`src/hdl/srr_pkg.sv`:
```
// ============================================================================
// srr_pkg
// Shared types, codes and sizes of the selective-reject receiver.
// ============================================================================
`default_nettype none

package srr_pkg;

    // Buffer geometry
    localparam int WINDOW_DEPTH = 16;
    localparam int SLOT_W       = $clog2(WINDOW_DEPTH);
    localparam int WIN_W        = SLOT_W + 1;

    // Field widths
    localparam int SEQ_W      = 32;
    localparam int KIND_W     = 3;
    localparam int CMD_W      = 3;
    localparam int SLOT_OUT_W = 4;
    localparam int WSIZE_W    = 5;
    localparam int TLIM_W     = 8;
    localparam int CFG_IDX_W  = 1;
    localparam int CFG_DATA_W = 8;

    // Result limits
    localparam int MAX_RESULTS = 32;
    localparam int DRAIN_MAX   = (MAX_RESULTS - 2) / 2;
    localparam int DRAIN_W     = $clog2(DRAIN_MAX + 1);
    localparam int EOF_REPEAT  = 3;
    localparam int EOF_W       = $clog2(EOF_REPEAT);

    // Register reset values
    localparam logic [WSIZE_W-1:0] WSIZE_RESET = WSIZE_W'(16);
    localparam logic [TLIM_W-1:0]  TLIM_RESET  = TLIM_W'(15);

    // Register indexes
    localparam logic [CFG_IDX_W-1:0] REG_WINDOW_SIZE   = 1'b0;
    localparam logic [CFG_IDX_W-1:0] REG_TIMEOUT_LIMIT = 1'b1;

    // Input codes
    localparam logic ACTION_PACKET  = 1'b0;
    localparam logic ACTION_TIMEOUT = 1'b1;

    localparam logic [KIND_W-1:0] KIND_DATA           = 3'd0;
    localparam logic [KIND_W-1:0] KIND_SREJ_RESEND    = 3'd1;
    localparam logic [KIND_W-1:0] KIND_TIMEOUT_RESEND = 3'd2;
    localparam logic [KIND_W-1:0] KIND_EOF            = 3'd3;

    typedef enum logic [CMD_W-1:0] {
        CMD_RR         = 3'd0,
        CMD_SREJ       = 3'd1,
        CMD_WRITE_IN   = 3'd2,
        CMD_WRITE_SLOT = 3'd3,
        CMD_STORE      = 3'd4,
        CMD_FINISHED   = 3'd5
    } command_t;

    typedef struct packed {
        logic              action;
        logic [SEQ_W-1:0]  pkt_seq;
        logic [KIND_W-1:0] pkt_kind;
        logic              checksum_good;
        logic              has_payload;
    } in_item_t;

    typedef struct packed {
        logic [CMD_W-1:0]      command;
        logic [SEQ_W-1:0]      ack_seq;
        logic [SLOT_OUT_W-1:0] slot_index;
        logic                  last;
    } out_item_t;

    typedef enum logic [2:0] {
        ACK_ITEM_SEQ,
        ACK_EXPECTED,
        ACK_EXP_MINUS1,
        ACK_EOF,
        ACK_HIGHEST,
        ACK_HIGHEST_PLUS1,
        ACK_ZERO
    } ack_sel_t;

    typedef enum logic [1:0] {
        SLOT_NONE,
        SLOT_STORE,
        SLOT_EXPECTED
    } slot_sel_t;

    typedef enum logic [1:0] {
        PKT_DATA,
        PKT_EOF,
        PKT_OTHER
    } pkt_class_t;

    typedef enum logic [2:0] {
        ST_IDLE,
        ST_EVAL,
        ST_ACK,
        ST_DRAIN,
        ST_SREJ,
        ST_EOF_RR,
        ST_TO_SREJ,
        ST_FINISH
    } state_t;

    // Controller to datapath
    typedef struct packed {
        logic      emit;
        command_t  res_cmd;
        ack_sel_t  ack_sel;
        slot_sel_t slot_sel;
        logic      last;
        logic      latch_item;
        logic      clr_timeout;
        logic      inc_timeout;
        logic      upd_highest;
        logic      release_slot;
        logic      store_slot;
        logic      exp_inc;
        logic      drain_clr;
        logic      drain_inc;
        logic      eof_clr;
        logic      eof_inc;
        logic      set_eof;
        logic      set_done;
    } ctrl_cmd_t;

    // Datapath to controller
    typedef struct packed {
        logic       done;
        logic       eof_seen;
        logic       action;
        logic       good;
        pkt_class_t pkt_class;
        logic       seq_eq;
        logic       seq_gt;
        logic       in_window;
        logic       has_payload;
        logic       to_reach;
        logic       drain_hit;
        logic       eof_last;
        logic       out_free;
    } dp_status_t;

endpackage

`default_nettype wire

```
`src/hdl/selective_reject_receiver_unit.sv`:
```
// ============================================================================
// selective_reject_receiver_unit
// Command generator for the receiving end of a selective-reject transfer.
// ============================================================================
// The item is latched on transfer, evaluated in ST_EVAL and its first command
// registered into the result register (an EOF without payload gives its first
// from ST_EOF_RR); the rest follow one per cycle while the output is free.
// A new item is taken only once the unit is back in ST_IDLE.
// Reset clears all control state, the slot valid bits and the registers; the
// tag memory is not cleared and needs no clearing pass.
`default_nettype none

module selective_reject_receiver_unit (
    input  wire logic                            clk,
    input  wire logic                            rst_n,
    input  wire logic                            in_valid,
    output logic                                 in_stall,
    input  wire srr_pkg::in_item_t               in_data,
    output logic                                 out_valid,
    input  wire logic                            out_stall,
    output srr_pkg::out_item_t                   out_data,
    input  wire logic                            cfg_valid,
    output logic                                 cfg_ready,
    input  wire logic [srr_pkg::CFG_IDX_W-1:0]   cfg_index,
    input  wire logic [srr_pkg::CFG_DATA_W-1:0]  cfg_data
);

    import srr_pkg::*;

    ctrl_cmd_t  cmd;
    dp_status_t status;

    srr_ctrl u_ctrl (
        .clk      (clk),
        .rst_n    (rst_n),
        .in_valid (in_valid),
        .in_stall (in_stall),
        .status   (status),
        .cmd      (cmd)
    );

    srr_datapath u_datapath (
        .clk       (clk),
        .rst_n     (rst_n),
        .in_data   (in_data),
        .out_valid (out_valid),
        .out_stall (out_stall),
        .out_data  (out_data),
        .cfg_valid (cfg_valid),
        .cfg_ready (cfg_ready),
        .cfg_index (cfg_index),
        .cfg_data  (cfg_data),
        .cmd       (cmd),
        .status    (status)
    );

endmodule

`default_nettype wire

```
`src/hdl/srr_ram.sv`:
```
// ============================================================================
// srr_ram
// Generic single-write, single-read RAM with registered read data.
// ============================================================================
`default_nettype none

module srr_ram #(
    parameter int WIDTH = 32,
    parameter int DEPTH = 16
) (
    input  wire logic                     clk,
    input  wire logic                     wr_en,
    input  wire logic [$clog2(DEPTH)-1:0] wr_addr,
    input  wire logic [WIDTH-1:0]         wr_data,
    input  wire logic [$clog2(DEPTH)-1:0] rd_addr,
    output logic      [WIDTH-1:0]         rd_data
);

    logic [WIDTH-1:0] mem_reg [DEPTH];
    logic [WIDTH-1:0] rd_data_reg;

    // Read returns the old contents when the same address is written.
    always_ff @(posedge clk)
    begin
        if (wr_en)
        begin
            mem_reg[wr_addr] <= wr_data;
        end
        rd_data_reg <= mem_reg[rd_addr];
    end

    assign rd_data = rd_data_reg;

endmodule

`default_nettype wire

```
`src/hdl/srr_ctrl.sv`:
```
// ============================================================================
// srr_ctrl
// Sequencer that walks each item through its commands, one per cycle while the output is free.
// ============================================================================
`default_nettype none

module srr_ctrl (
    input  wire logic               clk,
    input  wire logic               rst_n,
    input  wire logic               in_valid,
    output logic                    in_stall,
    input  wire srr_pkg::dp_status_t status,
    output srr_pkg::ctrl_cmd_t       cmd
);

    import srr_pkg::*;

    state_t state_reg;
    state_t state_next;

    always_ff @(posedge clk or negedge rst_n)
    begin
        if (!rst_n)
        begin
            state_reg <= ST_IDLE;
        end
        else
        begin
            state_reg <= state_next;
        end
    end

    // Next state
    always_comb
    begin
        state_next = state_reg;
        case (state_reg)
            ST_IDLE:
            begin
                if (in_valid)
                begin
                    state_next = ST_EVAL;
                end
            end
            ST_EVAL:
            begin
                if (status.out_free)
                begin
                    if (status.done)
                    begin
                        state_next = ST_IDLE;
                    end
                    else if (status.action == ACTION_TIMEOUT)
                    begin
                        if (status.eof_seen)
                        begin
                            state_next = ST_FINISH;
                        end
                        else if (status.to_reach)
                        begin
                            state_next = ST_TO_SREJ;
                        end
                        else
                        begin
                            state_next = ST_IDLE;
                        end
                    end
                    else if (!status.good)
                    begin
                        state_next = ST_IDLE;
                    end
                    else
                    begin
                        case (status.pkt_class)
                            PKT_DATA:
                            begin
                                if (status.seq_eq)
                                begin
                                    state_next = ST_ACK;
                                end
                                else if (status.seq_gt && status.in_window)
                                begin
                                    state_next = ST_SREJ;
                                end
                                else
                                begin
                                    state_next = ST_IDLE;
                                end
                            end
                            PKT_EOF:
                            begin
                                state_next = ST_EOF_RR;
                            end
                            default:
                            begin
                                state_next = ST_IDLE;
                            end
                        endcase
                    end
                end
            end
            ST_ACK:
            begin
                if (status.out_free)
                begin
                    state_next = status.drain_hit ? ST_DRAIN : ST_IDLE;
                end
            end
            ST_DRAIN:
            begin
                if (status.out_free)
                begin
                    state_next = ST_ACK;
                end
            end
            ST_SREJ:
            begin
                if (status.out_free)
                begin
                    state_next = ST_IDLE;
                end
            end
            ST_EOF_RR:
            begin
                if (status.out_free && status.eof_last)
                begin
                    state_next = ST_FINISH;
                end
            end
            ST_TO_SREJ:
            begin
                if (status.out_free)
                begin
                    state_next = ST_FINISH;
                end
            end
            ST_FINISH:
            begin
                if (status.out_free)
                begin
                    state_next = ST_IDLE;
                end
            end
            default:
            begin
                state_next = ST_IDLE;
            end
        endcase
    end

    // Outputs
    always_comb
    begin
        cmd      = '0;
        in_stall = (state_reg != ST_IDLE);
        case (state_reg)
            ST_IDLE:
            begin
                cmd.latch_item = in_valid;
            end
            ST_EVAL:
            begin
                if (status.out_free && !status.done)
                begin
                    if (status.action == ACTION_TIMEOUT)
                    begin
                        if (!status.eof_seen)
                        begin
                            cmd.emit        = 1'b1;
                            cmd.res_cmd     = CMD_RR;
                            cmd.ack_sel     = ACK_HIGHEST;
                            cmd.last        = !status.to_reach;
                            cmd.inc_timeout = 1'b1;
                        end
                    end
                    else if (!status.good)
                    begin
                        cmd.emit    = 1'b1;
                        cmd.res_cmd = CMD_SREJ;
                        cmd.ack_sel = ACK_EXPECTED;
                        cmd.last    = 1'b1;
                    end
                    else
                    begin
                        cmd.clr_timeout = 1'b1;
                        cmd.upd_highest = 1'b1;
                        case (status.pkt_class)
                            PKT_DATA:
                            begin
                                cmd.emit = 1'b1;
                                if (status.seq_eq)
                                begin
                                    cmd.res_cmd      = CMD_WRITE_IN;
                                    cmd.ack_sel      = ACK_ITEM_SEQ;
                                    cmd.release_slot = 1'b1;
                                    cmd.exp_inc      = 1'b1;
                                    cmd.drain_clr    = 1'b1;
                                end
                                else if (status.seq_gt && status.in_window)
                                begin
                                    cmd.res_cmd    = CMD_STORE;
                                    cmd.ack_sel    = ACK_ITEM_SEQ;
                                    cmd.slot_sel   = SLOT_STORE;
                                    cmd.store_slot = 1'b1;
                                end
                                else if (status.seq_gt)
                                begin
                                    cmd.res_cmd = CMD_SREJ;
                                    cmd.ack_sel = ACK_EXPECTED;
                                    cmd.last    = 1'b1;
                                end
                                else
                                begin
                                    // Duplicate of an already delivered packet.
                                    cmd.res_cmd = CMD_RR;
                                    cmd.ack_sel = ACK_EXP_MINUS1;
                                    cmd.last    = 1'b1;
                                end
                            end
                            PKT_EOF:
                            begin
                                cmd.emit    = status.has_payload;
                                cmd.res_cmd = CMD_WRITE_IN;
                                cmd.ack_sel = ACK_ITEM_SEQ;
                                cmd.eof_clr = 1'b1;
                            end
                            default:
                            begin
                                cmd.emit = 1'b0;
                            end
                        endcase
                    end
                end
            end
            ST_ACK:
            begin
                if (status.out_free)
                begin
                    cmd.emit    = 1'b1;
                    cmd.res_cmd = CMD_RR;
                    cmd.ack_sel = ACK_EXP_MINUS1;
                    cmd.last    = !status.drain_hit;
                end
            end
            ST_DRAIN:
            begin
                if (status.out_free)
                begin
                    cmd.emit         = 1'b1;
                    cmd.res_cmd      = CMD_WRITE_SLOT;
                    cmd.ack_sel      = ACK_EXPECTED;
                    cmd.slot_sel     = SLOT_EXPECTED;
                    cmd.release_slot = 1'b1;
                    cmd.exp_inc      = 1'b1;
                    cmd.drain_inc    = 1'b1;
                end
            end
            ST_SREJ:
            begin
                if (status.out_free)
                begin
                    cmd.emit    = 1'b1;
                    cmd.res_cmd = CMD_SREJ;
                    cmd.ack_sel = ACK_EXPECTED;
                    cmd.last    = 1'b1;
                end
            end
            ST_EOF_RR:
            begin
                if (status.out_free)
                begin
                    cmd.emit    = 1'b1;
                    cmd.res_cmd = CMD_RR;
                    cmd.ack_sel = ACK_EOF;
                    cmd.eof_inc = 1'b1;
                    cmd.set_eof = status.eof_last;
                end
            end
            ST_TO_SREJ:
            begin
                if (status.out_free)
                begin
                    cmd.emit    = 1'b1;
                    cmd.res_cmd = CMD_SREJ;
                    cmd.ack_sel = ACK_HIGHEST_PLUS1;
                end
            end
            ST_FINISH:
            begin
                if (status.out_free)
                begin
                    cmd.emit     = 1'b1;
                    cmd.res_cmd  = CMD_FINISHED;
                    cmd.ack_sel  = ACK_ZERO;
                    cmd.last     = 1'b1;
                    cmd.set_done = 1'b1;
                end
            end
            default:
            begin
                cmd = '0;
            end
        endcase
    end

endmodule

`default_nettype wire

```
`src/hdl/srr_datapath.sv`:
```
// ============================================================================
// srr_datapath
// Receiver state, slot buffer bookkeeping, configuration and result register.
// ============================================================================
`default_nettype none

module srr_datapath (
    input  wire logic                            clk,
    input  wire logic                            rst_n,
    input  wire srr_pkg::in_item_t               in_data,
    output logic                                 out_valid,
    input  wire logic                            out_stall,
    output srr_pkg::out_item_t                   out_data,
    input  wire logic                            cfg_valid,
    output logic                                 cfg_ready,
    input  wire logic [srr_pkg::CFG_IDX_W-1:0]   cfg_index,
    input  wire logic [srr_pkg::CFG_DATA_W-1:0]  cfg_data,
    input  wire srr_pkg::ctrl_cmd_t              cmd,
    output srr_pkg::dp_status_t                  status
);

    import srr_pkg::*;

    in_item_t                item_reg;
    logic [SEQ_W-1:0]        expected_reg, expected_next;
    logic [SLOT_W-1:0]       exp_slot_reg, exp_slot_next;
    logic [SEQ_W-1:0]        highest_reg, highest_next;
    logic                    eof_seen_reg, eof_seen_next;
    logic                    done_reg, done_next;
    logic [TLIM_W-1:0]       tcount_reg, tcount_next;
    logic [WINDOW_DEPTH-1:0] valid_reg, valid_next;
    logic [DRAIN_W-1:0]      drain_cnt_reg, drain_cnt_next;
    logic [EOF_W-1:0]        eof_cnt_reg, eof_cnt_next;
    logic [WSIZE_W-1:0]      wsize_reg, wsize_next;
    logic [TLIM_W-1:0]       tlim_reg, tlim_next;
    logic                    out_valid_reg, out_valid_next;
    out_item_t               out_data_reg;

    logic [SEQ_W-1:0]  tag_q;
    logic              tag_hit;
    logic [SEQ_W-1:0]  diff;
    logic [WIN_W-1:0]  win_val;
    logic [WIN_W-1:0]  slot_sum;
    logic [SLOT_W-1:0] slot_store;
    logic [SLOT_W-1:0] exp_slot_inc;
    logic [TLIM_W-1:0] tcount_inc;
    logic [SEQ_W-1:0]  eof_ack;
    logic              out_free;
    logic              cfg_wr;
    out_item_t         result;

    // Tags of buffered packets; read address tracks the slot of the expected
    // sequence number so that the registered read data belongs to the current
    // expected_reg.
    srr_ram #(
        .WIDTH (SEQ_W),
        .DEPTH (WINDOW_DEPTH)
    ) u_tag_ram (
        .clk     (clk),
        .wr_en   (cmd.store_slot),
        .wr_addr (slot_store),
        .wr_data (item_reg.pkt_seq),
        .rd_addr (exp_slot_next),
        .rd_data (tag_q)
    );

    assign cfg_ready = 1'b1;
    assign cfg_wr    = cfg_valid && cfg_ready;
    assign out_free  = !out_valid_reg || !out_stall;
    assign tag_hit   = valid_reg[exp_slot_reg] && (tag_q == expected_reg);

    // Window clamped to 1..WINDOW_DEPTH.
    always_comb
    begin
        if (wsize_reg == '0)
        begin
            win_val = WIN_W'(1);
        end
        else if (int'(wsize_reg) > WINDOW_DEPTH)
        begin
            win_val = WIN_W'(WINDOW_DEPTH);
        end
        else
        begin
            win_val = WIN_W'(wsize_reg);
        end
    end

    assign diff = item_reg.pkt_seq - expected_reg;

    // Inside the window the distance is at most WINDOW_DEPTH, so one
    // conditional subtract folds the slot back into range.
    assign slot_sum   = WIN_W'(exp_slot_reg) + WIN_W'(diff);
    assign slot_store = (slot_sum >= WIN_W'(WINDOW_DEPTH)) ?
                        SLOT_W'(slot_sum - WIN_W'(WINDOW_DEPTH)) : SLOT_W'(slot_sum);

    // The slot restarts at zero when the sequence number wraps.
    assign exp_slot_inc = (expected_reg == '1) ? '0 :
                          (exp_slot_reg == SLOT_W'(WINDOW_DEPTH - 1)) ? '0 :
                          exp_slot_reg + SLOT_W'(1);

    assign tcount_inc = (tcount_reg == '1) ? tcount_reg : tcount_reg + TLIM_W'(1);
    assign eof_ack    = (expected_reg == '0) ? '0 : expected_reg - SEQ_W'(1);

    // Status
    always_comb
    begin
        status             = '0;
        status.done        = done_reg;
        status.eof_seen    = eof_seen_reg;
        status.action      = item_reg.action;
        status.good        = item_reg.checksum_good;
        status.seq_eq      = (item_reg.pkt_seq == expected_reg);
        status.seq_gt      = (item_reg.pkt_seq > expected_reg);
        status.in_window   = (diff <= SEQ_W'(win_val));
        status.has_payload = item_reg.has_payload;
        status.to_reach    = (tcount_inc >= tlim_reg);
        status.drain_hit   = tag_hit && (int'(drain_cnt_reg) < DRAIN_MAX);
        status.eof_last    = (int'(eof_cnt_reg) == EOF_REPEAT - 1);
        status.out_free    = out_free;
        case (item_reg.pkt_kind) inside
            [KIND_DATA:KIND_TIMEOUT_RESEND]: status.pkt_class = PKT_DATA;
            KIND_EOF:                        status.pkt_class = PKT_EOF;
            default:                         status.pkt_class = PKT_OTHER;
        endcase
    end

    // Result fields
    always_comb
    begin
        result         = '0;
        result.command = cmd.res_cmd;
        result.last    = cmd.last;
        case (cmd.ack_sel)
            ACK_ITEM_SEQ:      result.ack_seq = item_reg.pkt_seq;
            ACK_EXPECTED:      result.ack_seq = expected_reg;
            ACK_EXP_MINUS1:    result.ack_seq = expected_reg - SEQ_W'(1);
            ACK_EOF:           result.ack_seq = eof_ack;
            ACK_HIGHEST:       result.ack_seq = highest_reg;
            ACK_HIGHEST_PLUS1: result.ack_seq = highest_reg + SEQ_W'(1);
            default:           result.ack_seq = '0;
        endcase
        case (cmd.slot_sel)
            SLOT_STORE:    result.slot_index = SLOT_OUT_W'(slot_store);
            SLOT_EXPECTED: result.slot_index = SLOT_OUT_W'(exp_slot_reg);
            default:       result.slot_index = '0;
        endcase
    end

    // Next state
    always_comb
    begin
        expected_next  = expected_reg;
        exp_slot_next  = exp_slot_reg;
        highest_next   = highest_reg;
        eof_seen_next  = eof_seen_reg;
        done_next      = done_reg;
        tcount_next    = tcount_reg;
        valid_next     = valid_reg;
        drain_cnt_next = drain_cnt_reg;
        eof_cnt_next   = eof_cnt_reg;
        wsize_next     = wsize_reg;
        tlim_next      = tlim_reg;

        if (cmd.exp_inc)
        begin
            expected_next = expected_reg + SEQ_W'(1);
            exp_slot_next = exp_slot_inc;
        end
        if (cmd.upd_highest && (item_reg.pkt_seq > highest_reg))
        begin
            highest_next = item_reg.pkt_seq;
        end
        if (cmd.set_eof)
        begin
            eof_seen_next = 1'b1;
        end
        if (cmd.set_done)
        begin
            done_next = 1'b1;
        end
        if (cmd.clr_timeout)
        begin
            tcount_next = '0;
        end
        else if (cmd.inc_timeout)
        begin
            tcount_next = tcount_inc;
        end
        if (cmd.store_slot)
        begin
            valid_next[slot_store] = 1'b1;
        end
        // A slot whose tag does not match stays buffered.
        if (cmd.release_slot && tag_hit)
        begin
            valid_next[exp_slot_reg] = 1'b0;
        end
        if (cmd.drain_clr)
        begin
            drain_cnt_next = '0;
        end
        else if (cmd.drain_inc)
        begin
            drain_cnt_next = drain_cnt_reg + DRAIN_W'(1);
        end
        if (cmd.eof_clr)
        begin
            eof_cnt_next = '0;
        end
        else if (cmd.eof_inc)
        begin
            eof_cnt_next = eof_cnt_reg + EOF_W'(1);
        end
        if (cfg_wr)
        begin
            case (cfg_index)
                REG_WINDOW_SIZE:   wsize_next = WSIZE_W'(cfg_data);
                REG_TIMEOUT_LIMIT: tlim_next  = TLIM_W'(cfg_data);
                default:           wsize_next = wsize_reg;
            endcase
        end
    end

    always_comb
    begin
        if (cmd.emit)
        begin
            out_valid_next = 1'b1;
        end
        else if (out_stall)
        begin
            out_valid_next = out_valid_reg;
        end
        else
        begin
            out_valid_next = 1'b0;
        end
    end

    always_ff @(posedge clk or negedge rst_n)
    begin
        if (!rst_n)
        begin
            expected_reg  <= '0;
            exp_slot_reg  <= '0;
            highest_reg   <= '0;
            eof_seen_reg  <= 1'b0;
            done_reg      <= 1'b0;
            tcount_reg    <= '0;
            valid_reg     <= '0;
            drain_cnt_reg <= '0;
            eof_cnt_reg   <= '0;
            wsize_reg     <= WSIZE_RESET;
            tlim_reg      <= TLIM_RESET;
            out_valid_reg <= 1'b0;
        end
        else
        begin
            expected_reg  <= expected_next;
            exp_slot_reg  <= exp_slot_next;
            highest_reg   <= highest_next;
            eof_seen_reg  <= eof_seen_next;
            done_reg      <= done_next;
            tcount_reg    <= tcount_next;
            valid_reg     <= valid_next;
            drain_cnt_reg <= drain_cnt_next;
            eof_cnt_reg   <= eof_cnt_next;
            wsize_reg     <= wsize_next;
            tlim_reg      <= tlim_next;
            out_valid_reg <= out_valid_next;
        end
    end

    always_ff @(posedge clk)
    begin
        if (cmd.latch_item)
        begin
            item_reg <= in_data;
        end
        if (cmd.emit)
        begin
            out_data_reg <= result;
        end
    end

    assign out_valid = out_valid_reg;
    assign out_data  = out_data_reg;

    a_emit_only_when_free: assert property (
        @(posedge clk) disable iff (!rst_n)
        cmd.emit |-> out_free
    ) else $error("result loaded while the previous one is still stalled");

    a_store_sets_valid: assert property (
        @(posedge clk) disable iff (!rst_n)
        cmd.store_slot |=> valid_reg[$past(slot_store)]
    ) else $error("stored slot not marked valid");

    a_expected_steps_by_one: assert property (
        @(posedge clk) disable iff (!rst_n)
        cmd.exp_inc |=> (expected_reg == $past(expected_reg) + SEQ_W'(1))
    ) else $error("expected sequence did not advance by one");

    a_done_sticky: assert property (
        @(posedge clk) disable iff (!rst_n)
        done_reg |=> done_reg
    ) else $error("finished flag cleared");

endmodule

`default_nettype wire

```
`config.mk`:
```
export PLATFORM = sky130hd
export DESIGN_NAME = selective_reject_receiver_unit
export DESIGN_NICKNAME = d
export VERILOG_FILES = /design/src/hdl/srr_pkg.sv /design/src/hdl/selective_reject_receiver_unit.sv /design/src/hdl/srr_ram.sv /design/src/hdl/srr_ctrl.sv /design/src/hdl/srr_datapath.sv
export SDC_FILE = /design/constraint.sdc
export NUM_CORES = 1
export LEC_CHECK = 0
export ABC_AREA = 1
export BUFFER_PORTS_ARGS = -buffer_cell sky130_fd_sc_hd__clkbuf_2
export CAP_MARGIN = 30
export CORE_MARGIN = 2
export CORE_UTILIZATION = 32
export CTS_CLUSTER_DIAMETER = 100
export CTS_CLUSTER_SIZE = 20
export DETAILED_ROUTE_END_ITERATION = 16
export HOLD_SLACK_MARGIN = 0.15
export RECOVER_POWER = 50
export SYNTH_ARGS = -nofsm -noshare
export SYNTH_HDL_FRONTEND = slang
export SYNTH_SLANG_ARGS = --single-unit
```
`constraint.sdc`:
```
create_clock -name clk -period 4.73 [get_ports clk]
set_input_delay 0 -clock clk [delete_from_list [all_inputs] [get_ports clk]]
set_output_delay 0 -clock clk [all_outputs]
set_load 0.1 [all_outputs]
```
==> results of run 1 <==
==> worst reg2reg max path, stage by stage (launching register included) <==
cell	delay, ps
dfrtp_1	550
inv_1	120
ha_1	420
nand2_1	130
nor2_1	200
inv_1	80
nor2_1	250
nand3b_1	230
nand4_1	160
nand2_1	60
nor2_1	80
nand2_1	50
nor2_1	150
nand4_1	230
or2_2	390
nor2_4	290
nand2_1	260
nor2_4	190
buf_12	250
==> stage by stage <==
step / setup TNS (ps) / std cells / setup WS [ps] / hold slack, ps / power, W
after CTS: 0 / 5218 / 219 / 163 / 0.0186
after floorplan: -113660 / 3440 / -293 / -296 / 0.0117
after detailed placement: 0 / 5036 / 231 / 166 / 0.0143
after global placement: 0 / 5036 / 187 / 156 / 0.0142
after global routing: -6140 / 5219 / -53.8 / 199 / 0.0194
final: 0 / 5219 / 294 / 211 / 0.0184
==> logic make-up (layout without fill, tap and decap cells) <==
logic type	after synthesis	count (layout)
AO/OA/AOI/OAI	592	592
XOR/XNOR	106	106
adder cells (fa/ha/maj)	95	95
buffers and inverters	476	767
flip-flops	739	739
multiplexers	76	76
other	1	1
AND/OR/NAND/NOR	1355	1355
==> layout make-up <==
type	count	area (sq um)
Inverter	314	1190
Multi-Input combinational cell	2225	12800
Sequential cell	739	21300
Timing Repair Buffer	368	3060
Tap cell	1488	1860
Clock buffer	76	1300
Fill cell	11000	69200
Clock inverter	9	125
==> routing by layer <==
metal	GRT usage [%]	vias up	wire, microns
met2	29.1	892	49400
met4	4.74	0	2770
met3	2.37	144	6630
li1	-	12600	-
met1	25.1	13000	46700
met5	0	-	0
==> cells in the final DEF, fill, tap and decap left out, types with 5 or more instances in the layout <==
master,synthesis,final
o32ai_1,5,5
a211oi_1,16,16
o21ai_0,233,233
nand3b_1,36,36
o221ai_1,77,77
nand4_1,62,62
or2_2,45,45
buf_12,0,33
nand2_2,4,6
inv_1,299,299
nand2_1,522,520
clkbuf_1,90,62
dlygate4sd3_1,0,97
nand3_1,171,171
nor2_4,5,23
nor2_2,8,9
dfrtp_1,112,112
ha_1,93,93
inv_2,10,9
clkbuf_16,0,46
edfxtp_1,590,590
dfstp_2,5,5
nor2_1,410,391
o21ai_1,18,17
a21oi_1,101,101
nor3_2,5,6
nor4_1,14,14
o311ai_1,10,10
o21bai_1,14,14
dfxtp_1,32,32
mux2i_1,76,76
buf_4,16,113
xor2_1,103,103
o211ai_1,44,44
nor3_1,50,49
clkbuf_2,1,88
o22ai_1,50,50
==> what timing repair did <==
action,CTS,global route
hold buffers,97,0
endpoints found under the hold margin,185,0
buffers inserted,0,1
endpoints found under the setup margin,0,329
resized for setup,0,1
==> worst paths after layout <==
path,endpoint,depth (start not counted)
min in group asynchronous,u_datapath.highest_reg[27],4
setup reg to reg,u_datapath.u_tag_ram.mem_reg[5][21],18
hold / removal,u_datapath.tlim_reg[7],4
hold reg to reg,u_datapath.done_reg,2
max in group asynchronous,u_datapath.tcount_reg[6],4
setup / recovery,u_datapath.u_tag_ram.mem_reg[5][21],18
==> power breakdown <==
part / leakage, nW / switching [W] / internal (W)
Sequential: 6.89 / 0.000240 / 0.00751
Combinational: 8.69 / 0.00429 / 0.00219
Clock: 0.683 / 0.00228 / 0.00194
==> impl_metrics.yaml, run 1 <==
die:
  coreArea_sq_um: 111000
  rows: 122
  die-width_microns: 339
  design.portCount: 95
  start_util_pct: 32.3
  die_y_microns: 339
  die_area_sq_um: 115000
layout:
  drive_gt1_share_pct: 11.2
  nets: 3841
  design_area_sq_um: 41600
  final_core_util_pct: 37.5
  area_growth_pct: 16.1
  largest_reg_flops: 512
  num_antenna_cells: 0
cts:
  htree_num_levels: 2
  ctsLongestPathBuffers: 3
  cts.root.buffer_cell: "clkbuf_16"
  cts_tree: "done"
  cts_buffers: 46
  clock_sinks: 739
  clock_latency_ps: 630
  clk_pin_slew_ps: 80
placement:
  dpl.hpwl_mm: 74.2
  portBuffers: 93
  post_dp_cell_area_sq_um: 39300
  gp_congestion: 0.919
drt:
  vias: 26600
  initialDrtViolationCount: 2773
  drtAntennaViolNets: 0
  wl_per_cell_microns: 20.2
  drc_errors: 0
  firstDrtPassIters: 5
  via_per_inst: 5.10
  routed_wirelength_mm: 106
run_status:
  violations: "max-capacitance violations, max-slew violations"
  outcome: "complete, but fails checks"
setup_path:
  crit_slowest_cell: "dfrtp_1"
  crit_fanout: 31
  arrival_ps: 4740
  crit_type: "flop to flop"
  r2r_slack_ps: 290
  r2r-start: "u_datapath.expected_reg[19]"
  path_cells: "inv_1 > ha_1 > nand2_1 > nor2_1 > inv_1 > nor2_1 > nand3b_1 > nand4_1 > nand2_1 > nor2_1 > nand2_1 > nor2_1 > nand4_1 > or2_2 > nor2_4 > nand2_1 > nor2_4 > buf_12"
  critPathBufInv: 3
  critical_path.top_delay_family: "simple AND/OR/NAND/NOR gates"
  worstPathRequired_ps: 5040
  end_kind: "flop"
  startpoint_type: "flop"
  startpoint: "u_datapath.expected_reg[19]"
  max_stage_delay_ps: 550
yosys:
  postSynthCellCount: 3440
  synth_cell_type_count: 65
  yosys.area_share.xor_xnor_pct: 2.59
  synth_simple_gate_area_share_pct: 16.9
  syn-num-nets: 3587
  post-synth-top-count-cell: "edfxtp_1"
  synth_compound_area_share_pct: 10.2
  ys_ff_latch: 739
  synthMuxAreaShare_pct: 2.12
  synth_top_area_share_pct: 49.5
  yosysWarningCount: 0
  syn_area_per_cell_sq_um: 10.4
  synthAdderAreaFrac_pct: 3.36
  synthesis.area_sq_um: 35800
  synth_edf_count: 590
  ys.flop_type: "edfxtp_1"
  yosys-top-cells-count: "edfxtp_1 (590), nand2_1 (522), nor2_1 (410)"
  synth_largest_area_cell: "edfxtp_1"
  synth_top_family_by_area: "simple AND/OR/NAND/NOR gates"
  async_flop_share_pct: 15.8
  synth.area.top_cells: "edfxtp_1 (49%), dfrtp_1 (7.8%), nand2_1 (5.5%)"
  seq_area_frac_synth_pct: 59.4
hold_path:
  hp-start: "cfg_data[7]"
  hold_class: "input port to flop"
sta:
  min_period_ps: 4440
  hold_viol_final: 0
  grt_setup_unrepaired: "true"
  worst_pin_slew_ps: 3400
  setup_viol_count_final: 0
  fmax_ghz: 0.225
  max_slew_margin_pct: -127
  slew_viol_final: 118
  skew_ps: 29.8
  fin_crit_sh_pct: 93.8
global_routing:
  grt_pass1_wl_mm: 159
  first_global_vias: 25400
  antenna_found_initial: 1
  grt-ovfl-total: 0
  grt_usage_pct: 17.9
  grt_max_degree: 118
power:
  powerDensity_nw_per_um2: 443
  leakagePower_nw: 16.3
  ir_worst_vdd_uv: 322
run:
  max_cap_violations: 1
No activity file was read; power rests on OpenSTA's default activity.
==> inputs of run 2 (changes only) <==
==> constraint.sdc (replaced) <==
create_clock -name clk -period 4.73 [get_ports clk]
set_input_delay 0 -clock clk [delete_from_list [all_inputs] [get_ports clk]]
set_output_delay 0 -clock clk [all_outputs]
set_load 0.005 [all_outputs]
==> run 2 against run 1 <==
Compared with the run above:
- the flow still finishes with violations (max-capacitance violations, max-slew violations)
- sequential cell count unchanged
- critical path depth rose by 8
- hold slack lost 28 ps
- routed wire length is 0.11% lower
==> impl_metrics.yaml, run 2 (synthesis gave the netlist of run 1 again) <==
cts:
  ctsLongestPathBuffers: 3
  clock_sinks: 739
  htree_num_levels: 2
  cts.root.buffer_cell: "clkbuf_16"
  cts_tree: "done"
  clock_latency_ps: 640
  cts_buffers: 45
  clk_pin_slew_ps: 90
hold_path:
  hp-start: "cfg_data[4]"
  hold_class: "input port to flop"
  hold_depth: 4
  hold_path_end: "u_datapath.wsize_reg[4]"
layout:
  fin_cells: 5240
  area_growth_pct: 16.5
  layout_commonest_cell: "edfxtp_1"
  nets: 3862
  num_antenna_cells: 0
  drive_gt1_share_pct: 10.6
  layout_common_cells: "edfxtp_1 (590), nand2_1 (519), nor2_1 (391)"
  largest_reg_flops: 512
drt:
  initialDrtViolationCount: 2656
  via_per_inst: 5.06
  firstDrtPassIters: 5
  wl_per_cell_microns: 20.1
  vias: 26500
  routed_wirelength_mm: 105
  drc_errors: 0
  drtAntennaViolNets: 0
sta:
  tns_ps: 0
  setup_viol_count_final: 0
  slew_viol_final: 211
  fin_crit_sh_pct: 93.3
  fmax_ghz: 0.226
  skew_ps: 34.7
  worst_pin_slew_ps: 3170
  holdWs_ps: 183
  grt_setup_unrepaired: "false"
  max_slew_margin_pct: -111
  min_period_ps: 4420
  hold_viol_final: 0
run:
  max_cap_violations: 6
placement:
  gp_congestion: 0.937
  portBuffers: 93
  dp_cells: 5053
  dpl.hpwl_mm: 74.9
setup_path:
  worstPathRequired_ps: 5040
  r2r-start: "u_datapath.item_reg[5]"
  crit_type: "flop to flop"
  max_stage_delay_ps: 470
  critPathBufInv: 5
  end_kind: "flop"
  arrival_ps: 4730
  startpoint_type: "flop"
  crit_slowest_cell: "fa_1"
  critical_path.top_delay_family: "simple AND/OR/NAND/NOR gates"
  timing.rr.end: "u_datapath.u_tag_ram.mem_reg[7][2]"
  r2r_slack_ps: 310
  r2r_cells: 26
  crit_fanout: 33
  cp_common_cell: "nand2_1"
die:
  die_y_microns: 339
  die_area_sq_um: 115000
  coreArea_sq_um: 111000
  die-width_microns: 339
  design.portCount: 95
  rows: 122
  start_util_pct: 32.3
global_routing:
  grt-ovfl-total: 0
  grt_pass1_wl_mm: 159
  first_global_vias: 25600
  grt_max_degree: 72
  grt_usage_pct: 18.0
  antenna_found_initial: 4
power:
  powerDensity_nw_per_um2: 442
  ir_worst_vdd_uv: 321
  leakagePower_nw: 16.3
run_status:
  outcome: "complete, but fails checks"
  violations: "max-capacitance violations, max-slew violations"
run 2: repair_timing:
action	CTS	global route
hold buffers	102	0
resized for setup	0	3
endpoints found under the setup margin	0	495
hold endpoints to repair	210	0
buffers inserted	0	1
run 2: worst max path at each step:
stage	from	end	slack (ps)	cells past startpoint
floorplan	u_datapath.item_reg[5]	u_datapath.u_tag_ram.mem_reg[11][0]	-290	23
global placement	u_datapath.item_reg[5]	u_datapath.u_tag_ram.mem_reg[5][23]	190	24
detailed placement	u_datapath.item_reg[5]	u_datapath.u_tag_ram.mem_reg[5][26]	230	24
CTS	u_datapath.item_reg[5]	u_datapath.u_tag_ram.mem_reg[5][21]	150	24
global route	u_datapath.item_reg[5]	u_datapath.u_tag_ram.mem_reg[7][4]	2	26
finish	u_datapath.item_reg[5]	u_datapath.u_tag_ram.mem_reg[7][2]	310	26
run 2: cell type report:
class | instances | area, sq um
clock inverter | 8 | 145
clock buffer | 76 | 1250
inverter | 314 | 1190
fill | 11000 | 69100
multi-input combinational | 2225 | 12800
timing repair buffer | 390 | 3230
tap | 1488 | 1860
sequential | 739 | 21300
run 2: worst register-to-register path, delay by kind of cell, from the launching register on:
family                   cells  cell delay [ps]
AND/OR/NAND/NOR             17             1830
adder cells (fa/ha/maj)      3              950
buffers and inverters        5              720
flip-flops                   1              350
XOR/XNOR                     1              180
run 2: stage by stage:
stage	setup WS (ps)	utilization (%)	power (W)	area [sq um]
detailed placement	231	35.6	0.0143	39500
floorplan	-293	-	0.0117	35800
CTS	155	37.8	0.0185	41900
global route	2.06	37.7	0.0194	41700
global placement	192	35.6	0.0143	39500
finish	315	37.7	0.0184	41700
run 2: routing by layer:
metal	global-route usage, %	vias up	wire length [microns]
met5	0	-	0
met4	3.62	0	1940
met3	2.37	103	6980
met2	29.0	831	48700
met1	25.8	13000	47700
li1	-	12600	-
run 2: report_power, final:
group | switching (W) | leakage [nW] | internal (W)
sequential | 0.000230 | 6.89 | 0.00751
clock | 0.00227 | 0.658 | 0.00187
combinational | 0.00437 | 8.71 | 0.00218
